<file path="src/design/phnl_pkg.sv">
// ----------------------------------------------------------------------------
// phnl_pkg
// Shared types, codes and the hash mixing step for the name lookup block.
// ----------------------------------------------------------------------------
package phnl_pkg;

  localparam logic [63:0] HASH_PRIME = 64'h0000_0000_0100_0193;
  localparam int unsigned REM_W = 13;

  typedef enum logic [1:0] {
    FUNC_DISP   = 2'd0,
    FUNC_SLOT   = 2'd1,
    FUNC_KEY    = 2'd2,
    FUNC_LOOKUP = 2'd3
  } func_t;

  typedef struct packed {
    logic [1:0]         func;
    logic [7:0]         entry_index;
    logic [5:0]         byte_position;
    logic signed [31:0] displacement;
    logic [7:0]         slot_value;
    logic [7:0]         key_byte;
    logic               last;
  } in_word_t;

  typedef struct packed {
    logic        found;
    logic [7:0]  slot;
    logic [63:0] key_hash;
    logic        too_long;
  } out_word_t;

  typedef struct packed {
    logic             busy;
    logic             done;
    logic [REM_W-1:0] rem;
  } mod_res_t;

  typedef enum logic [3:0] {
    S_IDLE,
    S_M1GO,
    S_M1WAIT,
    S_DISP,
    S_DECIDE,
    S_RH_RD,
    S_RH_MIX,
    S_M2GO,
    S_M2WAIT,
    S_SLOT,
    S_LEN,
    S_KL,
    S_CMP_RD,
    S_CMP_CHK,
    S_DONE
  } state_t;

  // h = (h ^ sext(b)) * prime; prime = 2^24 + 2^8 + 2^7 + 2^4 + 2^1 + 1
  function automatic logic [63:0] phnl_mix(input logic [63:0] h, input logic [7:0] b);
    logic [63:0] x;
    x = h ^ {{56{b[7]}}, b};
    return (x << 24) + (x << 8) + (x << 7) + (x << 4) + (x << 1) + x;
  endfunction

endpackage

</file>
<file path="src/design/phnl_mod.sv">
// ----------------------------------------------------------------------------
// phnl_mod
// Bit-serial remainder of a 64-bit hash by the table size, one bit a cycle.
// ----------------------------------------------------------------------------
module phnl_mod (
  input  logic                     clk,
  input  logic                     rst,
  input  logic                     start,
  input  logic [63:0]              dividend,
  input  logic [phnl_pkg::REM_W-1:0] divisor,
  output phnl_pkg::mod_res_t       res
);
  import phnl_pkg::*;

  logic [63:0]      dvd;
  logic [REM_W-1:0] rem;
  logic [REM_W-1:0] dsr;
  logic [6:0]       cnt;
  logic             busy;
  logic             done;
  logic [REM_W:0]   trial;

  assign trial = {rem, dvd[63]};

  always_ff @(posedge clk) begin
    if (rst) begin
      busy <= 1'b0;
      done <= 1'b0;
      cnt  <= 7'd0;
    end else begin
      done <= 1'b0;
      if (start) begin
        busy <= 1'b1;
        cnt  <= 7'd64;
      end else if (busy) begin
        cnt <= cnt - 7'd1;
        if (cnt == 7'd1) begin
          busy <= 1'b0;
          done <= 1'b1;
        end
      end
    end
  end

  always_ff @(posedge clk) begin
    if (start) begin
      dvd <= dividend;
      rem <= '0;
      dsr <= divisor;
    end else if (busy) begin
      dvd <= {dvd[62:0], 1'b0};
      if (trial >= {1'b0, dsr}) begin
        rem <= REM_W'(trial - {1'b0, dsr});
      end else begin
        rem <= trial[REM_W-1:0];
      end
    end
  end

  assign res.busy = busy;
  assign res.done = done;
  assign res.rem  = rem;

endmodule

</file>
<file path="config.mk">
export PLATFORM = sky130hd
export DESIGN_NAME = phnl_mod
export DESIGN_NICKNAME = d
export VERILOG_FILES = /design/src/design/phnl_pkg.sv /design/src/design/phnl_mod.sv
export SDC_FILE = /design/constraint.sdc
export NUM_CORES = 1
export LEC_CHECK = 0
export BUFFER_PORTS_ARGS = -buffer_cell sky130_fd_sc_hd__buf_2
export CORE_AREA = 5 5 100 102
export CTS_CLUSTER_SIZE = 24
export DETAILED_ROUTE_END_ITERATION = 10
export DIE_AREA = 0 0 105 107
export PLACE_DENSITY = 0.79
export SLEW_MARGIN = 25
export SYNTH_ARGS = -nofsm -noshare
export SYNTH_HDL_FRONTEND = slang
export SYNTH_SLANG_ARGS = --single-unit
</file>
<file path="constraint.sdc">
create_clock -name clk -period 3.1 [get_ports clk]
set_input_delay 0.62 -clock clk [delete_from_list [all_inputs] [get_ports clk]]
set_output_delay 0.62 -clock clk [all_outputs]
set_load 0.01 [all_outputs]
</file>
==> reports/summary.txt <==
status - completed
Top FF cell, synth - edfxtp_1
CTS root buf - clkbuf_8
Resized cells post-CTS - 0
post-synthesis sequential area ratio - 56.8%
worst-path maximum fanout - 13
initial core utilization - 53.8%
clock slew at reported path FFs - 0.11 ns
Synth top area share - 47.7%
Period minus WS final - 2.79 ns
number of placement rows - 35
Fin. Hold Viols - 0
r2r worst-path depth - 9
detailed-route via count - 3253
syn nets - 468
setup bufs post-CTS - 0
hold path start - divisor[8]
Via density - 5.65
Post-Layout Cell Count - 576
Slew headroom - 60.9%
Longest Clk Path Bufs - 2
CTS tree - yes
Leakage - 2.31 nW
register bit total from synthesis - 99
total CTS buffers - 9
Comb pwr share - 19.3%
R2R Setup Slk - 0.31 ns
DRC Markers - 0
largest net degree at the start of global routing - 44
filler cell count - 758
RSZ-0062 raised after global routing - false
Post-Syn Instances - 372
die height - 107 um
share of post-route cells with drive strength above 1 - 40.6%
drt wl/cell - 16.5 um
post-route ant nets - 0
Pwr per Cell Area - 538 nW/um^2
placed cell count - 561
Peak VDD IR - 0.383 mV
first-pass GRT wire length - 15.6 mm
setup_tns - 0 ns
WP data required - 3.36 ns
Fmax - 359 MHz
mapped cell area - 4850 sq um
P&R area growth vs syn - 15.5%
number of I/O port buffers - 94
hold endpoint - dsr[8]
cell-internal power - 2.16 mW
skew final - 0.0144 ns
Synth cell types - 55
core area - 9020 sq um
Critical R2R Capture - rem[8]
gr ovfl total - 0
drt first pass iters - 5
number of antenna violations at the first check in global routing - 0
Final Slew Violations - 0
Net Sw Frac - 28.3%
diode count - 0
DP HPWL - 6.69 mm
final wirelength - 9.53 mm
Synth area leader - edfxtp_1
Least-Margin Pin Slew - 0.584 ns
# IOs - 95
worst reg2reg startpoint - dvd[63]
Max-cap violations - 0
Finish-stage setup viols - 0
CP startpoint kind - flop
Nets - 557
Worst Path Arrival - 3.05 ns
worst min path class - in2reg
Setup crit end kind - flop
vias in the first global route - 3282
htree depth - 3
period utilization - 89.9%
Die Wd - 105 um
CTS Sinks - 99
Iter 0 DRT Violations - 125
clk_lat worst skew - 0.37 ns
EDFF count, synth - 77
gpl congestion - 0.868
Seq pwr share - 54.2%
Syn Area/Cell - 13.0 sq um
synth warn - 0
NetSw - 853 uW
gr usage total - 17.1%
Synth area leaders - edfxtp_1 48%, mux2_2 15%, dfxtp_1 9.1%
die area - 11200 sq um
clock network fraction of design power - 26.5%
fraction of registers with async set/reset - 0%
hold depth - 1
Crit Path Class - reg2reg
hold_buf cts - 0
cells by family after synthesis:
group	after synthesis	share of synthesized area (%)
flops	99	56.8
xor+xnor	13	2.35
mux	66	15.2
fa+ha+maj	16	4.28
buf+inv	43	3.79
compound gates	60	9.96
simple gates	75	7.61
sequential cells by signal, summed over array words and instances (netlist names):
name and cells:
busy 1, done 1, rem 13, dvd 64, dsr 13, cnt 7
power by group through the flow:
stage          registers [mW]  clock network (mW)  logic [mW]
2_1_floorplan            1.66                   0       0.415
3_3_place_gp             1.66                   0       0.560
3_5_place_dp             1.67                   0       0.581
4_1_cts                  1.64               0.818       0.585
5_1_grt                  1.65               0.879       0.646
6_report                 1.64               0.798       0.583
how the worst max path moves through the flow:
stage	from	to	slack, ns	cells after the start
CTS	dsr[0]	rem[8]	0.32	8
global route	dvd[63]	rem[1]	0.13	9
finish	dvd[63]	rem[8]	0.31	9
floorplan	start	dvd[0]	0.34	3
detailed placement	dsr[0]	rem[8]	0.36	9
global placement	dvd[63]	rem[8]	0.47	10
final cells by class:
cell class                 instances  area, sq um  share of cell area [%]
sequential                        99         2750                    49.1
multi-input combinational        230         1920                    34.2
timing repair buffer             100          531                    9.47
tap                              111          139                    2.48
clock buffer                       9          124                    2.21
inverter                          21         78.8                    1.41
clock inverter                     6         62.6                    1.12
worst max-delay path: stages (launching register included):
cell	delay, ns
edfxtp_1	0.35
inv_1	0.05
ha_1	0.21
fa_1	0.41
and2b_1	0.30
o211ai_1	0.12
a211oi_2	0.31
o2111a_2	0.47
nor3_1	0.11
a2111oi_2	0.37
layer usage:
metal | up-vias | GRT usage, % | part of all wire, %
met3 | 14 | 7.22 | 9.1
met1 | 1541 | 21.9 | 42
met2 | 117 | 26.8 | 47
met5 | - | 0 | 0
li1 | 1581 | - | -
met4 | 0 | 4.57 | 1.1
placed cells by master, fill, tap and decap left out, types with 4 or more instances in the layout:
cell,count
inv_1,21
o21ai_1,7
nand2_1,11
clkbuf_8,9
nor3_1,7
nand3_1,12
a211oi_1,4
a21o_1,4
a311oi_1,6
buf_2,93
edfxtp_1,77
mux2_2,63
xor2_1,4
dfxtp_1,22
buf_4,6
xnor2_1,9
a21oi_1,9
nor2_1,25
ha_1,15
through the flow:
stage | cell area (sq um) | worst slack, ns | hold WS (ns) | total power [mW] | util, %
floorplan | 4850 | 0.340 | 0.463 | 2.07 | -
global placement | 5420 | 0.468 | 0.475 | 2.22 | 60.0
detailed placement | 5420 | 0.363 | 0.488 | 2.25 | 60.0
CTS | 5600 | 0.323 | 0.406 | 3.04 | 62.1
global route | 5600 | 0.126 | 0.405 | 3.18 | 62.1
finish | 5600 | 0.313 | 0.422 | 3.02 | 62.1
synthesized netlist by cell type (all sizes together), types with 2 or more instances:
cell type and instances:
a2111oi 2, a211oi 5, a21o 4, a21oi 9, a311o 3, a311oi 9
a31oi 3, a41o 2, and3 3, and4 2, buf 10, clkbuf 12
dfxtp 22, edfxtp 77, ha 15, inv 21, mux2 63, mux2i 3
nand2 12, nand2b 2, nand3 12, nor2 25, nor3 7, nor4 4
o2111a 2, o211ai 2, o21ai 9, o22ai 2, o31ai 2, or3 2
xnor2 9, xor2 4
Note: power is estimated with default switching activity, not from simulation.
